[src/hdl/magnet_hold_gesture_fsm_unit_assert.svh]
// assertion macros shared by the magnet-hold gesture rtl
// no dependencies; clk_i and rst_ni must exist in the including module
`ifndef MAGNET_HOLD_GESTURE_FSM_UNIT_ASSERT_SVH
`define MAGNET_HOLD_GESTURE_FSM_UNIT_ASSERT_SVH

`ifndef SYNTHESIS
// property checked while out of reset
`define MHG_ASSERT(label, prop) \
  label: assert property (@(posedge clk_i) disable iff (!rst_ni) prop) \
    else $error("mhg assertion failed");
// property checked on every edge, reset included
`define MHG_ASSERT_ALWAYS(label, prop) \
  label: assert property (@(posedge clk_i) prop) \
    else $error("mhg assertion failed");
`else
`define MHG_ASSERT(label, prop)
`define MHG_ASSERT_ALWAYS(label, prop)
`endif

`endif

[src/hdl/mhg_pkg.sv]
// types, codes and reset constants for the magnet-hold gesture recognizer
// no dependencies
package mhg_pkg;

  // configuration register file
  localparam int unsigned CfgIdxW  = 2;
  localparam int unsigned CfgDataW = 16;

  localparam logic [CfgIdxW-1:0] CFG_PAIR_HOLD = 2'd0;
  localparam logic [CfgIdxW-1:0] CFG_DFU_ENTER = 2'd1;
  localparam logic [CfgIdxW-1:0] CFG_HOLD_GAP  = 2'd2;

  localparam logic [CfgDataW-1:0] PAIR_HOLD_RST = 16'd3000;
  localparam logic [CfgDataW-1:0] DFU_ENTER_RST = 16'd10000;
  localparam logic [CfgDataW-1:0] HOLD_GAP_RST  = 16'd500;

  localparam int unsigned TimeW = 32;

  typedef enum logic [1:0] {
    PH_IDLE     = 2'd0,
    PH_HOLDING  = 2'd1,
    PH_HOLD_MET = 2'd2,
    PH_COOLDOWN = 2'd3
  } phase_e;

  typedef enum logic [1:0] {
    LED_NONE = 2'd0,
    LED_ON   = 2'd1,
    LED_OFF  = 2'd2
  } led_e;

  typedef struct packed {
    logic [CfgDataW-1:0] pair_hold_ms;
    logic [CfgDataW-1:0] dfu_enter_ms;
    logic [CfgDataW-1:0] hold_gap_ms;
  } cfg_t;

  typedef struct packed {
    logic             magnet_active;
    logic [TimeW-1:0] now_ms;
    logic             update_mode;
  } in_item_t;

  typedef struct packed {
    phase_e phase;
    logic   pair_toggle;
    logic   update_enter;
    logic   update_exit;
    led_e   led_cmd;
  } out_item_t;

endpackage

[src/hdl/mhg_cfg.sv]
// configuration registers: hold limits written through a plain write port
// depends on mhg_pkg
module mhg_cfg import mhg_pkg::*; (
  input  logic                clk_i,
  input  logic                rst_ni,
  input  logic                cfg_we_i,
  input  logic [CfgIdxW-1:0]  cfg_idx_i,
  input  logic [CfgDataW-1:0] cfg_wdata_i,
  output cfg_t                cfg_o
);

  cfg_t cfg_q, cfg_d;

  // decode the write, unknown index is dropped
  always_comb begin
    cfg_d = cfg_q;
    if (cfg_we_i) begin
      unique case (cfg_idx_i)
        CFG_PAIR_HOLD: cfg_d.pair_hold_ms = cfg_wdata_i;
        CFG_DFU_ENTER: cfg_d.dfu_enter_ms = cfg_wdata_i;
        CFG_HOLD_GAP:  cfg_d.hold_gap_ms  = cfg_wdata_i;
        default:       cfg_d = cfg_q;
      endcase
    end
  end

  always_ff @(posedge clk_i or negedge rst_ni) begin
    if (!rst_ni) begin
      cfg_q.pair_hold_ms <= PAIR_HOLD_RST;
      cfg_q.dfu_enter_ms <= DFU_ENTER_RST;
      cfg_q.hold_gap_ms  <= HOLD_GAP_RST;
    end else begin
      cfg_q <= cfg_d;
    end
  end

  assign cfg_o = cfg_q;

endmodule

[src/hdl/mhg_core.sv]
// gesture state machine: one poll per step, result produced combinationally
// depends on mhg_pkg and the assertion macro header
`include "magnet_hold_gesture_fsm_unit_assert.svh"

module mhg_core import mhg_pkg::*; (
  input  logic      clk_i,
  input  logic      rst_ni,
  input  logic      step_i,
  input  in_item_t  item_i,
  input  cfg_t      cfg_i,
  output out_item_t res_o
);

  phase_e           phase_q, phase_d;
  logic [TimeW-1:0] start_q, start_d;
  logic [TimeW-1:0] origin_q, origin_d;
  logic             orig_vld_q, orig_vld_d;
  logic             must_rel_q, must_rel_d;
  logic             prev_upd_q, prev_upd_d;

  logic             active;
  logic             upd;
  logic             entry;
  phase_e           ph_e;
  logic             orig_vld_e;
  logic             must_rel_e;
  logic [TimeW-1:0] start_diff;
  logic [TimeW-1:0] origin_diff;
  logic             pair_met;
  logic             gap_met;
  logic             long_hit;

  assign active = item_i.magnet_active;
  assign upd    = item_i.update_mode;

  // entering update mode restarts from idle with the origin dropped
  assign entry      = upd && !prev_upd_q;
  assign ph_e       = entry ? PH_IDLE : phase_q;
  assign orig_vld_e = entry ? 1'b0 : orig_vld_q;
  assign must_rel_e = entry ? active : must_rel_q;

  // elapsed time checks, differences wrap mod 2^32
  assign start_diff  = item_i.now_ms - start_q;
  assign origin_diff = item_i.now_ms - origin_q;
  assign pair_met    = start_diff  >= {{(TimeW-CfgDataW){1'b0}}, cfg_i.pair_hold_ms};
  assign gap_met     = start_diff  >= {{(TimeW-CfgDataW){1'b0}}, cfg_i.hold_gap_ms};
  assign long_hit    = orig_vld_e &&
                       (origin_diff >= {{(TimeW-CfgDataW){1'b0}}, cfg_i.dfu_enter_ms});

  // next state
  always_comb begin
    phase_d    = ph_e;
    start_d    = start_q;
    origin_d   = origin_q;
    orig_vld_d = orig_vld_e;
    must_rel_d = must_rel_e;
    prev_upd_d = upd;
    if (upd) begin
      unique case (ph_e)
        PH_IDLE: begin
          if (must_rel_e) begin
            if (!active) must_rel_d = 1'b0;
          end else if (active) begin
            phase_d    = PH_HOLDING;
            start_d    = item_i.now_ms;
            origin_d   = item_i.now_ms;
            orig_vld_d = 1'b1;
          end
        end
        PH_HOLDING: begin
          if (!active) begin
            phase_d    = PH_IDLE;
            orig_vld_d = 1'b0;
          end else if (pair_met) begin
            phase_d = PH_HOLD_MET;
            start_d = item_i.now_ms;
          end
        end
        PH_HOLD_MET: begin
          if (gap_met) phase_d = PH_COOLDOWN;
        end
        PH_COOLDOWN: begin
          if (!active) begin
            phase_d    = PH_IDLE;
            orig_vld_d = 1'b0;
          end
        end
        default: phase_d = ph_e;
      endcase
    end else begin
      priority if (ph_e == PH_IDLE) begin
        if (active) begin
          phase_d    = PH_HOLDING;
          start_d    = item_i.now_ms;
          origin_d   = item_i.now_ms;
          orig_vld_d = 1'b1;
        end
      end else if ((ph_e == PH_HOLDING) && !active) begin
        phase_d    = PH_IDLE;
        orig_vld_d = 1'b0;
      end else if (active && long_hit) begin
        phase_d    = PH_IDLE;
        orig_vld_d = 1'b0;
      end else if (ph_e == PH_HOLDING) begin
        if (pair_met) begin
          phase_d = PH_HOLD_MET;
          start_d = item_i.now_ms;
        end
      end else if (ph_e == PH_HOLD_MET) begin
        if (gap_met) phase_d = PH_COOLDOWN;
      end else begin
        if (!active) begin
          phase_d    = PH_IDLE;
          orig_vld_d = 1'b0;
        end
      end
    end
  end

  // result of the step
  always_comb begin
    res_o              = '0;
    res_o.phase        = phase_d;
    res_o.pair_toggle  = 1'b0;
    res_o.update_enter = 1'b0;
    res_o.update_exit  = 1'b0;
    res_o.led_cmd      = LED_NONE;
    if (upd) begin
      res_o.update_exit = (ph_e == PH_COOLDOWN) && !active;
    end else begin
      priority if (ph_e == PH_IDLE) begin
        if (active) res_o.led_cmd = LED_ON;
      end else if ((ph_e == PH_HOLDING) && !active) begin
        res_o.led_cmd = LED_OFF;
      end else if (active && long_hit) begin
        res_o.update_enter = 1'b1;
        res_o.led_cmd      = LED_ON;
      end else if (ph_e == PH_HOLDING) begin
        if (pair_met) res_o.led_cmd = LED_OFF;
      end else if (ph_e == PH_HOLD_MET) begin
        res_o.led_cmd = LED_NONE;
      end else begin
        // release in cooldown toggles pairing unless the long hold was reached
        res_o.pair_toggle = !active && !long_hit;
      end
    end
  end

  // control state
  always_ff @(posedge clk_i or negedge rst_ni) begin
    if (!rst_ni) begin
      phase_q    <= PH_IDLE;
      orig_vld_q <= 1'b0;
      must_rel_q <= 1'b0;
      prev_upd_q <= 1'b0;
    end else if (step_i) begin
      phase_q    <= phase_d;
      orig_vld_q <= orig_vld_d;
      must_rel_q <= must_rel_d;
      prev_upd_q <= prev_upd_d;
    end
  end

  // timestamps, only read while the origin is valid
  always_ff @(posedge clk_i) begin
    if (step_i) begin
      start_q  <= start_d;
      origin_q <= origin_d;
    end
  end

  `MHG_ASSERT(a_origin_tracks_phase, orig_vld_q == (phase_q != PH_IDLE))
  `MHG_ASSERT(a_no_led_in_update, (step_i && upd) |-> (res_o.led_cmd == LED_NONE))
  `MHG_ASSERT(a_enter_goes_idle, (step_i && res_o.update_enter) |=> (phase_q == PH_IDLE))

endmodule

[src/hdl/magnet_hold_gesture_fsm_unit.sv]
// top level of the magnet-hold gesture recognizer: input and result registers
// depends on mhg_pkg, mhg_cfg, mhg_core and the assertion macro header
//
//   channel | direction | handshake              | payload
//   --------+-----------+------------------------+-----------
//   in      | to block  | in_valid_i / in_stall_o | in_item_t
//   out     | from block| out_valid_o / out_stall_i | out_item_t
//   cfg     | to block  | cfg_we_i (no wait)     | cfg_idx_i, cfg_wdata_i
//
// one item per cycle sustained while out_stall_i does not hold the result; an accepted
// item passes the input register, then the state step into the result register
// the state step for an item happens when it moves into the result register
// a stalled result holds the item in the input register; in_stall_o then rises
// reset (async, active low) clears the phase machine and loads default limits
`include "magnet_hold_gesture_fsm_unit_assert.svh"

module magnet_hold_gesture_fsm_unit import mhg_pkg::*; (
  input  logic                clk_i,
  input  logic                rst_ni,
  input  logic                in_valid_i,
  output logic                in_stall_o,
  input  in_item_t            in_item_i,
  output logic                out_valid_o,
  input  logic                out_stall_i,
  output out_item_t           out_item_o,
  input  logic                cfg_we_i,
  input  logic [CfgIdxW-1:0]  cfg_idx_i,
  input  logic [CfgDataW-1:0] cfg_wdata_i
);

  cfg_t      cfg;
  logic      s1_valid_q, s1_valid_d;
  in_item_t  s1_item_q;
  logic      out_valid_q, out_valid_d;
  out_item_t out_item_q;
  out_item_t res;
  logic      out_free;
  logic      advance;
  logic      in_acc;

  mhg_cfg u_cfg (
    .clk_i       (clk_i),
    .rst_ni      (rst_ni),
    .cfg_we_i    (cfg_we_i),
    .cfg_idx_i   (cfg_idx_i),
    .cfg_wdata_i (cfg_wdata_i),
    .cfg_o       (cfg)
  );

  mhg_core u_core (
    .clk_i  (clk_i),
    .rst_ni (rst_ni),
    .step_i (advance),
    .item_i (s1_item_q),
    .cfg_i  (cfg),
    .res_o  (res)
  );

  // flow control between the two registers
  assign out_free   = !out_valid_q || !out_stall_i;
  assign advance    = s1_valid_q && out_free;
  assign in_stall_o = s1_valid_q && !out_free;
  assign in_acc     = in_valid_i && !in_stall_o;

  always_comb begin
    s1_valid_d = s1_valid_q;
    if (in_acc) begin
      s1_valid_d = 1'b1;
    end else if (advance) begin
      s1_valid_d = 1'b0;
    end
  end

  always_comb begin
    out_valid_d = out_valid_q;
    if (advance) begin
      out_valid_d = 1'b1;
    end else if (!out_stall_i) begin
      out_valid_d = 1'b0;
    end
  end

  always_ff @(posedge clk_i or negedge rst_ni) begin
    if (!rst_ni) begin
      s1_valid_q  <= 1'b0;
      out_valid_q <= 1'b0;
    end else begin
      s1_valid_q  <= s1_valid_d;
      out_valid_q <= out_valid_d;
    end
  end

  // payload registers
  always_ff @(posedge clk_i) begin
    if (in_acc) s1_item_q <= in_item_i;
    if (advance) out_item_q <= res;
  end

  assign out_valid_o = out_valid_q;
  assign out_item_o  = out_item_q;

  `MHG_ASSERT(a_one_pulse, out_valid_o |-> ($countones({out_item_o.pair_toggle,
      out_item_o.update_enter, out_item_o.update_exit}) <= 1))
  `MHG_ASSERT(a_blocked_item_kept, (s1_valid_q && !advance) |=> s1_valid_q)
  `MHG_ASSERT(a_stalled_result_kept,
      (out_valid_o && out_stall_i) |=> (out_valid_o && $stable(out_item_o)))

endmodule
[config.mk]
export PLATFORM = sky130hd
export DESIGN_NAME = magnet_hold_gesture_fsm_unit
export DESIGN_NICKNAME = d
export VERILOG_FILES = /design/src/hdl/mhg_pkg.sv /design/src/hdl/mhg_cfg.sv /design/src/hdl/mhg_core.sv /design/src/hdl/magnet_hold_gesture_fsm_unit.sv
export VERILOG_INCLUDE_DIRS = /design/src /design/src/hdl
export SDC_FILE = /design/constraint.sdc
export NUM_CORES = 1
export LEC_CHECK = 0
export BUFFER_PORTS_ARGS = -buffer_cell sky130_fd_sc_hd__buf_2
export CAP_MARGIN = 20
export CORE_UTILIZATION = 57
export CTS_BUF_LIST = sky130_fd_sc_hd__clkbuf_8 sky130_fd_sc_hd__clkbuf_16
export CTS_CLUSTER_DIAMETER = 120
export DETAILED_ROUTE_END_ITERATION = 8
export GPL_TIMING_DRIVEN = 0
export PLACE_DENSITY = 0.83
export SLEW_MARGIN = 20
export SYNTH_ARGS = -nofsm -noshare
export SYNTH_HDL_FRONTEND = slang
export SYNTH_SLANG_ARGS = --single-unit
[constraint.sdc]
create_clock -name clk_i -period 13.17 [get_ports clk_i]
set_clock_uncertainty 0.1 [all_clocks]
set_input_delay 0.6585 -clock clk_i [delete_from_list [all_inputs] [get_ports clk_i]]
set_output_delay 0.6585 -clock clk_i [all_outputs]
set_load 0.005 [all_outputs]
Yosys cells after proc, flatten, opt, wreduce, memory -nomap -nowiden
Index checks and enable logic that the tools add are counted.
Cells by class
  add/subtract/negate cells: 2
  multipliers: 0
  div/mod/pow operators: 0
  $lt $le $gt $ge: 3
  eq/ne operators: 11
  shift-type cells: 0
  mux-type cells: 56
  bitwise operators: 0
  reduce and logical (&&, ||, !) cells: 29
Operators with widths (number)
  32-bit two-way mux: 14
  32-bit by 16-bit greater-or-equal comparator with 1-bit output: 3
  32-bit one-hot mux with 2 select lines: 1
  32-bit subtractor: 2
  2-bit two-way mux: 18
  1-bit two-way mux: 21
  1-bit logical AND: 9
  2-bit one-hot mux with 4 select lines: 1
  1-bit logical NOT: 7
  2-bit == test, second input constant: 3
  3-bit by 2-bit != test with 1-bit output, second input constant: 2
  3-bit != test, second input constant: 2
  2-bit AND reduction: 3
  6-bit AND reduction: 1
  6-bit OR reduction: 1
  2-bit by 1-bit == test with 1-bit output, second input constant: 2
  2-bit logical NOT: 2
  2-bit nonzero test: 2
  3-bit AND reduction: 1
  3-bit OR reduction: 1
  2-bit by 1-bit != test with 1-bit output, second input constant: 1
  2-bit != test, second input constant: 1
  1-bit one-hot mux with 2 select lines: 1
  2-bit OR reduction: 1
  1-bit logical OR: 1
Word-level totals
  register bits: 160
  bits in latches: 0
  RAM bits: 0
  memory bits (read-only): 0
  output and inout port bits: 9
  word-level logic and storage cells: 120
  memories: 0

Depth between registers and ports, before layout
Gate-level depths: netlist (run 1).
  word-level depth: 10
  mapped depth: 22
  depth with buffers taken out: 22

Cells and area by module
From an unflattened synthesis (run 1), not the netlist that was laid out.
Second synthesis, totals
  cells, all modules: 1094
  area, all modules: 11144.4 µm²
By module, submodules not included
  mhg_core: instances 1, cells each 943, area each 7982.7 µm², seq. area each 2047.0 µm²
  mhg_cfg: instances 1, cells each 102, area each 1838.0 µm², seq. area each 1223.7 µm²
  magnet_hold_gesture_fsm_unit: instances 1, cells each 49, area each 1323.8 µm², seq. area each 1281.2 µm²

Least setup slack after synthesis (run 1)
Ideal clock, no wire load.
  kind: register to register
  from: register s1_item_q[1] (netlist bit)
  to: register u_core.start_q[0] (enable)
  data arrival time: 5519 ps
  setup slack: 7130 ps
  stages on the path, launching flop included: 23
  path buffers: 0
  period minus slack after synthesis: 6040 ps
  cell sequence: edfxtp_1 -> inv_1 -> ha_1 -> inv_1 -> fa_1 -> a21o_1 -> and3_4 -> o311a_4 -> nor2_1 -> o21a_1 -> xnor2_1 -> ha_1 -> a21oi_1 -> o32ai_1 -> nor4_1 -> o311a_1 -> o2111ai_1 -> nor4_1 -> and3_1 -> nand3_2 -> o41ai_4 -> nor3_1 -> nor2_1
On the way
  longest elaborated chain between the ends: 6
Ends and longest elaborated chain
  start, declared: line magnet_hold_gesture_fsm_unit.sv:33  | in_item_t s1_item_q;
  start signal, assigned: line magnet_hold_gesture_fsm_unit.sv:95  | if (in_acc) s1_item_q <= in_item_i;
  32-bit subtractor: line mhg_core.sv:44  | assign origin_diff = item_i.now_ms - origin_q;
  32-bit by 16-bit greater-or-equal comparator with 1-bit output: line mhg_core.sv:48  | (origin_diff >= {{(TimeW-CfgDataW){1'b0}}, cfg_i.dfu_enter_ms});
  1-bit logical AND: line mhg_core.sv:47  | assign long_hit = orig_vld_e &&
  1-bit logical AND: line mhg_core.sv:101  | end else if (active && long_hit) begin
  3-bit by 2-bit != test with 1-bit output (no source line)
  6-bit AND reduction (no source line)
  end signal, assigned: line mhg_core.sv:167  | start_q <= start_d;
  end, declared: line mhg_core.sv:15  | logic [TimeW-1:0] start_q, start_d;
No other way between the ends.
A chain may end at the register's enable or synchronous reset.

Final worst setup path (run 1)
  from: register s1_item_q[1] (netlist bit)
  to: register u_core.start_q[3] (enable)
The elaborated chain is that of the path after synthesis.

==> flow_metrics.py, run 1 <==
metrics = {
    "outcome": {
        "status": "completed",
    },
    "finish": {
        "drive_gt1_frac": 0.180,
        "diodes": 0,
        "final_nets": 1367,
        "syn2layout_area_growth_pct": 12.0,
        "design_area_sq_um": 12500,
        "fill_cells": 1435,
    },
    "yosys": {
        "ys_dominant_reg_cell": "edfxtp_1",
        "synth_area_sq_um": 11200,
        "synth-seq-area-share": 0.407,
        "yosysWarningCount": 0,
        "synth_most_common_cell": "inv_1",
        "post-synth-top-area-cell": "edfxtp_1",
        "synthArstFlopShare": 0.344,
        "synthCells": 1111,
        "synth_nets": 1280,
        "synth_top_area_frac": 0.282,
        "yosys_register_bits": 160,
        "postSynthAreaPerCell_sq_um": 10.1,
        "yosys-top-cells-count": "125 x inv_1, 110 x ha_1, 105 x edfxtp_1, 94 x nand2_1, 87 x a21oi_1",
        "synth_cell_types": 86,
        "synth_area_leaders": "edfxtp_1 28%, ha_1 12%, dfrtp_1 8.3%",
        "synth-edff-count": 105,
    },
    "global_route": {
        "gr-total-overflow": 0,
        "grt_max_degree": 56,
        "grt_pass1_vias": 8687,
        "grt_pass1_wl_um": 44100,
        "antenna_found_initial": 0,
        "grt_usage": 0.284,
    },
    "sta": {
        "max_slew.worst_pin.slew_ns": 0.790,
        "hold_violations": 0,
        "slew-limit-headroom": 0.467,
        "fin_tns_setup_ns": 0,
        "timing.final.crit_share": 0.449,
        "fin_crit_ns": 5.91,
        "rsz0062_at_grt": "false",
        "finalSetupViolations": 0,
        "final_max_slew_viol_count": 0,
        "fmax_mhz": 169,
    },
    "die": {
        "die_w_um": 142,
        "start_util": 0.590,
        "num_rows": 50,
        "dieArea_sq_um": 20200,
        "io_pins": 66,
        "core_sq_um": 19000,
        "die_h_um": 142,
    },
    "setup_path": {
        "cp_cell_sequence": "inv_1 -> ha_1 -> inv_1 -> fa_1 -> a21o_1 -> and3_4 -> o311a_4 -> nor2_1 -> o21a_1 -> xnor2_1 -> ha_1 -> a21oi_1 -> o32ai_1 -> nor4_1 -> o311a_1 -> o2111ai_1 -> nor4_1 -> and3_1 -> nand3_2 -> o41ai_4 -> nor3_1 -> nor2_4 -> buf_12",
        "critical_path_required_ns": 13.21,
        "cp_max_fo": 28,
        "start_kind": "register",
        "cp-end-kind": "register",
        "cp-startpoint": "s1_item_q[1]",
        "cpPeakStageDelay_ns": 0.55,
        "crit_type": "register to register",
        "r2r_start": "s1_item_q[1]",
        "arrival_ns": 5.95,
        "critPathSlowestCell": "o41ai_4",
    },
    "detailed_routing": {
        "drc": 0,
        "via_per_inst": 6.04,
        "dr.pass1.iters": 6,
        "vias": 8883,
        "wl_per_cell_um": 18.4,
        "first_iter_violations": 870,
        "wirelength_um": 27100,
        "postRouteAntennaNets": 0,
    },
    "job": {
        "cap_violations": 0,
    },
    "clocking": {
        "clock_path_buffers": 2,
        "numCtsBuffers": 17,
        "cts-root-buf": "clkbuf_16",
        "cts_tree": "done",
        "clk_pin_slew_worst_paths_ns": 0.07,
        "cts_setup_buffers": 0,
        "cts_hold_buf": 0,
        "cts_resized": 0,
        "clk_latency_ns": 0.44,
        "cts.sinks": 160,
        "htreeDepth": 4,
    },
    "power_and_ir_drop": {
        "p_per_area_nw_per_um2": 138,
        "p_leak_nw": 5.51,
        "peakVddDrop_mv": 0.113,
    },
    "place": {
        "gp_congestion": 0.930,
        "hpwlAfterDp_um": 20700,
        "dpl-instance-area_sq_um": 11900,
        "numPortBuffers": 65,
    },
    "min_path": {
        "min_path_type": "primary input to async pin",
    },
}
-- where the power goes --
part	switching [mW]	internal [mW]	total, mW	leakage (nW)
sequential	0.0434	0.613	0.656	1.61
clock	0.223	0.279	0.502	0.300
combinational	0.327	0.244	0.570	3.60
-- cell families (layout without fill, tap and decap cells) --
logic type               after synthesis  count (layout)  synth area share
flip-flops                           160             160             0.407
AND/OR/NAND/NOR                      263             263             0.114
adder cells (fa/ha/maj)              112             112             0.127
XOR/XNOR                              48              48            0.0376
multiplexers                          70              70            0.0796
AO/OA/AOI/OAI                        304             304             0.181
buffers and inverters                154             254            0.0546
-- final cells by class --
| class | count | area [sq um] | area share |
|---|---|---|---|
| tap | 260 | 325 | 0.0260 |
| multi-input combinational | 797 | 6050 | 0.483 |
| clock inverter | 11 | 90.1 | 0.00719 |
| buffer | 28 | 138 | 0.0110 |
| clock buffer | 21 | 503 | 0.0401 |
| sequential | 160 | 4550 | 0.363 |
| inverter | 126 | 473 | 0.0377 |
| timing repair buffer | 68 | 403 | 0.0322 |
-- routing by layer --
metal  share of wire  routed length, um  vias to the layer above  track usage
met5               0                  0                        -            0
met4           0.025                671                        0        0.103
met1            0.44              12000                     4275        0.380
met2            0.47              12900                      313        0.467
met3           0.058               1590                       55       0.0421
li1                -                  -                     4240            -
-- through the flow --
stage	hold slack, ns	instances	power (mW)	utilization	setup WS, ns
5_1_grt	0.205	1471	1.82	0.661	7.07
4_1_cts	0.176	1471	1.72	0.661	7.34
2_1_floorplan	0.263	1111	1.07	-	7.13
3_3_place_gp	0.365	1436	1.19	0.625	5.79
3_5_place_dp	0.378	1439	1.22	0.630	7.35
6_report	0.154	1471	1.73	0.661	7.26
-- state kept, by name, summed over array words and instances, names as in the netlist --
register           count
u_core.phase_q         2
u_core.origin_q       32
out_item_o             7
u_core.must_rel_q      1
u_cfg.cfg_o           48
s1_valid_q             1
u_core.orig_vld_q      1
out_valid_o            1
u_core.start_q        32
s1_item_q             34
u_core.prev_upd_q      1
-- layout by cell type, fill, tap and decap left out, drive strengths merged, types with 4 or more instances in the layout --
cell type and n:
nand3 17, nand3b 4, mux2 65, nand4 15, o211ai 10, edfxtp 105, nor2b 9, and3 10
a31oi 9, xor2 21, inv 132, a211oi 8, nand2b 14, mux2i 5, clkbuf 39, dfrtp 37
and2 5, a2111oi 5, ha 110, or3 4, a21oi 89, nor4 6, nand2 95, nor2 54
a21o 26, xnor2 27, o311ai 4, clkinv 5, o21a 16, nor3 20, o31ai 5, dfstp 18
o21bai 6, buf 78, o21ai 78
-- final timing paths --
path / to / slack [ns] / depth (start not counted)
setup / recovery: u_core.start_q[3] / 7.26 / 23
min in group clk_i: s1_item_q[8] / 0.29 / 1
hold reg to reg: u_core.origin_q[0] / 0.39 / 0
setup reg to reg: u_core.start_q[3] / 7.26 / 23
max in group asynchronous: s1_valid_q / 12.35 / 1
hold / removal: u_cfg.cfg_o[3] / 0.15 / 1
-- critical path: cells and delay by family (launching register included) --
kind                       cells  cell delay, ns
and+or+nand+nor                8            1.83
xor gates and xnor gates       1            0.12
adders and majority gates      3            0.83
buffers and inverters          3            0.38
AOI/OAI and AO/OA              8            1.91
DFF                            1            0.41
Power figures use the tool's default switching activity.
==> run 2: changes to the inputs <==
--- a/config.mk
+++ b/config.mk
@@ -6,6 +6,7 @@
 export SDC_FILE = /design/constraint.sdc
 export NUM_CORES = 1
 export LEC_CHECK = 0
+export ABC_AREA = 1
 export BUFFER_PORTS_ARGS = -buffer_cell sky130_fd_sc_hd__buf_2
 export CAP_MARGIN = 20
 export CORE_UTILIZATION = 57
@@ -13,7 +14,7 @@
 export CTS_CLUSTER_DIAMETER = 120
 export DETAILED_ROUTE_END_ITERATION = 8
 export GPL_TIMING_DRIVEN = 0
-export PLACE_DENSITY = 0.83
+export PLACE_DENSITY = 0.86
 export SLEW_MARGIN = 20
 export SYNTH_ARGS = -nofsm -noshare
 export SYNTH_HDL_FRONTEND = slang
==> constraint.sdc (replaced) <==
create_clock -name clk_i -period 5 [get_ports clk_i]
set_clock_uncertainty 0.1 [all_clocks]
set_input_delay 0.25 -clock clk_i [delete_from_list [all_inputs] [get_ports clk_i]]
set_output_delay 0.25 -clock clk_i [all_outputs]
set_load 0.005 [all_outputs]
==> flow_metrics.py, run 2 <==
metrics = {
    "yosys": {
        "ys_dominant_reg_cell": "edfxtp_1",
        "yosys.area_share.simple": 0.289,
        "synth_most_common_cell": "nand2_1",
        "synth_top_area_frac": 0.240,
        "synth_top_family_by_area": "simple AND/OR/NAND/NOR gates",
        "synth_area_sq_um": 13100,
        "synthArstFlopShare": 0.344,
        "synth_compound_area_frac": 0.117,
        "synthAdderAreaFrac": 0.108,
        "yosys_register_bits": 160,
        "synth_area_leaders": "edfxtp_1 24%, nand2_1 20%, ha_1 10%",
        "synthCells": 1902,
        "synth-seq-area-share": 0.346,
        "synthMuxAreaShare": 0,
        "synth-edff-count": 105,
        "yosysWarningCount": 0,
        "yosys-top-cells-count": "692 x nand2_1, 363 x inv_1, 125 x o21ai_0, 121 x nor2_1, 110 x ha_1",
        "synth_cell_types": 41,
        "post-synth-top-area-cell": "edfxtp_1",
        "postSynthAreaPerCell_sq_um": 6.91,
        "synth_nets": 2071,
        "synth_xor_area_frac": 0.0213,
    },
    "detailed_routing": {
        "vias": 13000,
        "wirelength_um": 36900,
        "first_iter_violations": 1176,
        "top_layer_used": "met4",
        "routedLengthMet1_um": 15300,
        "postRouteAntennaNets": 0,
        "via_per_inst": 5.57,
        "wl_per_cell_um": 15.8,
        "wl_met3_um": 3250,
        "drc": 0,
        "wl_met2_um": 16900,
        "dr.pass1.iters": 6,
    },
    "power_and_ir_drop": {
        "p_int_mw": 3.39,
        "p_comb_frac": 0.468,
        "p_per_area_nw_per_um2": 405,
        "p_switching_mw": 2.67,
        "peakVddDrop_mv": 0.231,
        "power_switching_share": 0.440,
        "power_frac_seq": 0.299,
        "p_clk_frac": 0.233,
        "p_leak_nw": 7.92,
        "finalPower_mw": 6.06,
    },
    "sta": {
        "fin_crit_ns": 4.68,
        "timing.final.crit_share": 0.936,
        "hold_violations": 0,
        "final_max_slew_viol_count": 0,
        "slew-limit-headroom": 0.340,
        "holdWs_ns": 0.0161,
        "fmax_mhz": 214,
        "max_slew.worst_pin.slew_ns": 0.986,
        "finalSetupViolations": 0,
    },
    "clocking": {
        "htreeDepth": 4,
        "cts_tree": "done",
        "clk_latency_ns": 0.46,
        "clock_path_buffers": 2,
        "cts.sinks": 160,
        "cts-root-buf": "clkbuf_16",
        "numCtsBuffers": 17,
        "clk_pin_slew_worst_paths_ns": 0.08,
    },
    "finish": {
        "final_cell_mix": "692 x nand2_1, 360 x inv_1, 125 x o21ai_0",
        "diodes": 0,
        "drive_gt1_frac": 0.0886,
        "fill_cells": 1882,
        "largest_register_ffs": 48,
        "syn2layout_area_growth_pct": 13.8,
        "final_nets": 2199,
        "layout_commonest_cell": "nand2_1",
    },
    "global_route": {
        "grt_pass1_vias": 12300,
        "grt_pass1_wl_um": 58900,
        "gr-total-overflow": 0,
        "grt_max_degree": 56,
        "antenna_found_initial": 0,
        "grt_usage": 0.316,
    },
    "die": {
        "core_sq_um": 22600,
        "die_w_um": 154,
        "die_h_um": 154,
        "dieArea_sq_um": 23700,
        "start_util": 0.581,
        "num_rows": 55,
        "io_pins": 66,
    },
    "setup_path": {
        "start_kind": "register",
        "cp_max_fo": 16,
        "rr_worst_depth": 25,
        "cp-end-kind": "register",
        "cp-startpoint": "s1_item_q[1]",
        "crit_type": "register to register",
        "r2r_start": "s1_item_q[1]",
        "arrival_ns": 4.73,
        "critical_path_required_ns": 5.05,
    },
    "min_path": {
        "min_path_type": "primary input to register",
        "hp-start": "cfg_wdata_i[6]",
        "min_path_cells": 3,
    },
    "place": {
        "hpwlAfterDp_um": 27400,
        "numPortBuffers": 65,
        "gp_congestion": 0.978,
    },
    "outcome": {
        "status": "completed",
    },
    "job": {
        "cap_violations": 0,
    },
}
-- run 2: cell count changes in the layout (fill, tap and decap cells not counted), moves of 24 or more --
cell	before	now
dlygate4sd3_1	0	38
o211ai_2	0	30
mux2_4	29	0
xnor2_1	27	3
nand3_1	16	69
nor2_1	52	121
nand2_1	94	692
inv_1	126	360
mux2_2	36	0
o21ai_0	70	125
a21o_1	26	2
-- run 2: layer usage --
metal	vias to the layer above	global-route usage
met5	-	0
met4	0	0.152
met3	126	0.0538
met2	667	0.522
met1	5924	0.403
li1	6258	-
-- run 2: stage by stage --
step | instance area, sq um | TNS [ns] | worst slack, ns | instances | utilization
6_report | 15000 | 0 | 0.322 | 2328 | 0.661
5_1_grt | 15000 | -0.569 | -0.0401 | 2328 | 0.661
4_1_cts | 14900 | 0 | 0.0150 | 2325 | 0.658
3_5_place_dp | 13900 | -4.97 | -0.157 | 2255 | 0.613
3_3_place_gp | 13800 | -48.74 | -0.986 | 2252 | 0.611
2_1_floorplan | 13100 | 0 | 0.702 | 1902 | -
-- run 2: worst paths after layout --
| path | to | slack (ns) |
|---|---|---|
| max | u_core.start_q[0] | 0.32 |
| min | u_cfg.cfg_o[6] | 0.02 |
| min reg2reg | out_valid_o | 0.38 |
| max in group asynchronous | u_cfg.cfg_o[27] | 4.04 |
| max reg2reg | u_core.start_q[0] | 0.32 |
| min in group asynchronous | u_cfg.cfg_o[1] | 0.29 |
-- run 2: power by group through the flow --
stage | clock network (mW) | registers, mW | logic [mW]
final | 1.41 | 1.81 | 2.83
after global routing | 1.47 | 1.84 | 3.19
after CTS | 1.41 | 1.81 | 2.74
after detailed placement | 0 | 1.83 | 2.69
after global placement | 0 | 1.84 | 2.57
after floorplan | 0 | 1.80 | 2.01
-- run 2: logic make-up (layout without fill, tap and decap cells) --
group / after synthesis / count (layout)
XOR/XNOR: 32 / 32
adder cells (fa/ha/maj): 112 / 112
buffers and inverters: 401 / 542
flip-flops: 160 / 160
AND/OR/NAND/NOR: 948 / 948
AO/OA/AOI/OAI: 249 / 249
-- run 2: layout make-up --
type,count,area [sq um],area share
repair buffers,108,766,0.0512
flip-flops and latches,160,4550,0.304
inverters,366,1410,0.0939
clock buffers,18,450,0.0301
clock inverters,14,178,0.0119
plain buffers,35,176,0.0118
multi-input cells,1341,7070,0.472
repair inverters,1,8.76,0.000585
well taps,285,357,0.0238
-- run 2: worst max-delay path, stage by stage, from the launching register on --
cell and delay, ns:
edfxtp_1 0.43, inv_2 0.14, ha_1 0.19, inv_1 0.10, fa_2 0.40, nand3_1 0.10
nand3_1 0.21, nand2_1 0.12, nand2_1 0.14, xor2_1 0.19, ha_1 0.28, inv_1 0.07
nor3_1 0.05, a211oi_1 0.21, nand3_1 0.14, nor2_1 0.12, nand2_1 0.07, nor2_1 0.17
nand4_1 0.14, buf_4 0.19, nand3_2 0.11, inv_1 0.07, nand2_1 0.07, nand4_1 0.13
buf_4 0.24, inv_6 0.18
-- run 2: what timing repair did --
action / CTS / global route
gates resized for setup: 2 / 7
gates cloned: 0 / 1
setup buffers: 0 / 2
setup endpoints to repair: 32 / 32
hold buffers: 38 / 0
endpoints found under the hold margin: 75 / 0
pin swaps: 0 / 1
==> run 3: changes to the inputs <==
--- a/config.mk
+++ b/config.mk
@@ -6,15 +6,15 @@
 export SDC_FILE = /design/constraint.sdc
 export NUM_CORES = 1
 export LEC_CHECK = 0
-export ABC_AREA = 1
+export ABC_AREA = 0
 export BUFFER_PORTS_ARGS = -buffer_cell sky130_fd_sc_hd__buf_2
 export CAP_MARGIN = 20
-export CORE_UTILIZATION = 57
+export CORE_UTILIZATION = 56
 export CTS_BUF_LIST = sky130_fd_sc_hd__clkbuf_8 sky130_fd_sc_hd__clkbuf_16
 export CTS_CLUSTER_DIAMETER = 120
 export DETAILED_ROUTE_END_ITERATION = 8
 export GPL_TIMING_DRIVEN = 0
-export PLACE_DENSITY = 0.86
+export PLACE_DENSITY = 0.85
 export SLEW_MARGIN = 20
 export SYNTH_ARGS = -nofsm -noshare
 export SYNTH_HDL_FRONTEND = slang
==> flow_metrics.py, run 3 (synthesized netlist as in run 1, its figures left out) <==
metrics = {
    "die": {
        "dieArea_sq_um": 20600,
        "start_util": 0.573,
        "num_rows": 51,
        "io_pins": 66,
        "core_sq_um": 19500,
        "die_w_um": 143,
        "die_h_um": 143,
    },
    "sta": {
        "fin_tns_setup_ns": -5.04,
        "final_max_slew_viol_count": 0,
        "rsz0062_at_grt": "true",
        "slew-limit-headroom": 0.379,
        "timing.final.crit_share": 1.04,
        "holdWs_ns": 0.0134,
        "fin_crit_ns": 5.18,
        "finalSetupViolations": 37,
        "max_slew.worst_pin.slew_ns": 0.920,
        "setup_slack_ns": -0.180,
        "fmax_mhz": 193,
        "hold_violations": 0,
    },
    "finish": {
        "fill_cells": 1393,
        "drive_gt1_frac": 0.211,
        "design_area_sq_um": 13500,
        "final_cell_mix": "123 x inv_1, 108 x ha_1, 105 x edfxtp_1",
        "final_cells": 1553,
        "largest_register_ffs": 48,
        "layout_commonest_cell": "inv_1",
        "seq_area_sq_um": 4550,
        "syn2layout_area_growth_pct": 20.8,
        "multi_input_area_sq_um": 6280,
        "final_nets": 1444,
        "diodes": 0,
    },
    "global_route": {
        "grt_max_degree": 56,
        "grt_pass1_wl_um": 49500,
        "antenna_found_initial": 0,
        "gr-total-overflow": 0,
        "grt_pass1_vias": 9643,
        "grt_usage": 0.319,
    },
    "setup_path": {
        "r2r_start": "s1_item_q[1]",
        "crit_type": "register to register",
        "arrival_ns": 5.23,
        "cp-end-kind": "register",
        "critical_path_required_ns": 5.05,
        "start_kind": "register",
        "cp_max_fo": 8,
        "cp-startpoint": "s1_item_q[1]",
    },
    "clocking": {
        "cts.sinks": 160,
        "clock_path_buffers": 2,
        "numCtsBuffers": 17,
        "htreeDepth": 4,
        "cts-root-buf": "clkbuf_16",
        "clk_latency_ns": 0.44,
        "cts_tree": "done",
        "clk_pin_slew_worst_paths_ns": 0.07,
    },
    "min_path": {
        "hp-start": "cfg_wdata_i[11]",
        "min_path_type": "primary input to register",
    },
    "detailed_routing": {
        "via_per_inst": 6.24,
        "drc": 0,
        "vias": 9692,
        "wl_per_cell_um": 20.3,
        "postRouteAntennaNets": 0,
        "first_iter_violations": 1125,
        "dr.pass1.iters": 9,
        "wirelength_um": 31500,
    },
    "outcome": {
        "status": "complete, but fails checks",
        "failed_checks": "negative setup slack",
    },
    "power_and_ir_drop": {
        "peakVddDrop_mv": 0.253,
        "p_leak_nw": 5.90,
        "p_per_area_nw_per_um2": 357,
    },
    "place": {
        "hpwlAfterDp_um": 21300,
        "dpl-instance-area_sq_um": 11900,
        "numPortBuffers": 65,
        "dp.cells": 1443,
        "gp_congestion": 0.954,
    },
    "job": {
        "cap_violations": 0,
    },
}
[run 3: area by class of cell]
type | instances | share of cell area
clock inverters | 14 | 0.0100
inverters | 126 | 0.0350
well taps | 265 | 0.0245
repair buffers | 144 | 0.0854
clock buffers | 18 | 0.0333
multi-input cells | 798 | 0.465
plain buffers | 28 | 0.0102
flip-flops and latches | 160 | 0.337
[run 3: path summary, 6_finish.rpt]
kind / to / slack, ns / depth (start not counted)
worst max-delay path: u_core.start_q[8] / -0.18 / 24
worst min-delay path: u_cfg.cfg_o[43] / 0.01 / 3
worst max register to register: u_core.start_q[8] / -0.18 / 24
worst min register to register: u_cfg.cfg_o[14] / 0.41 / 1
max in group asynchronous: u_cfg.cfg_o[46] / 4.03 / 2
min in group asynchronous: u_cfg.cfg_o[3] / 0.29 / 2
[run 3: worst max-delay path, cell delays in order, from the launching register on]
cell and delay, ns:
edfxtp_1 0.43, inv_2 0.11, ha_4 0.14, inv_2 0.04
fa_2 0.36, a21o_1 0.20, buf_4 0.14, a22o_1 0.22
o21a_1 0.21, o21a_1 0.25, xor2_1 0.17, ha_1 0.30
o21ai_1 0.17, nor2_1 0.06, o21ai_0 0.15, nand2b_1 0.10
a22o_1 0.24, nor4_2 0.26, and3_1 0.25, nand3_4 0.12
o41ai_4 0.27, buf_6 0.18, nor3_4 0.07, nor2_4 0.18
buf_8 0.16
[run 3: through the flow]
step	utilization	power [mW]	setup WS, ns
after global placement	0.608	3.14	-0.909
after floorplan	-	2.81	0.0295
final	0.692	4.83	-0.180
after global routing	0.692	5.05	-0.330
after detailed placement	0.611	3.22	-1.03
after CTS	0.685	4.69	-0.341
[run 3: metal layers]
metal | GRT usage | part of all wire | up-vias
li1 | - | - | 4389
met1 | 0.393 | 0.40 | 4648
met2 | 0.545 | 0.49 | 529
met3 | 0.0530 | 0.075 | 126
met4 | 0.149 | 0.043 | 0
met5 | 0 | 0 | -
[run 3: repair_timing]
action | 4_1_cts | 5_1_grt
endpoints found under the setup margin | 73 | 73
hold buffers | 52 | 0
resized for setup | 25 | 27
setup buffers | 21 | 5
pin swaps | 21 | 15
hold endpoints to repair | 102 | 0
cloned | 2 | 0
[run 3: report_power, final]
part / total, mW / switching (mW) / internal (mW) / leakage, nW
logic: 1.77 / 1.00 / 0.769 / 4.00
clock network: 1.33 / 0.636 / 0.694 / 0.290
registers: 1.73 / 0.118 / 1.61 / 1.61
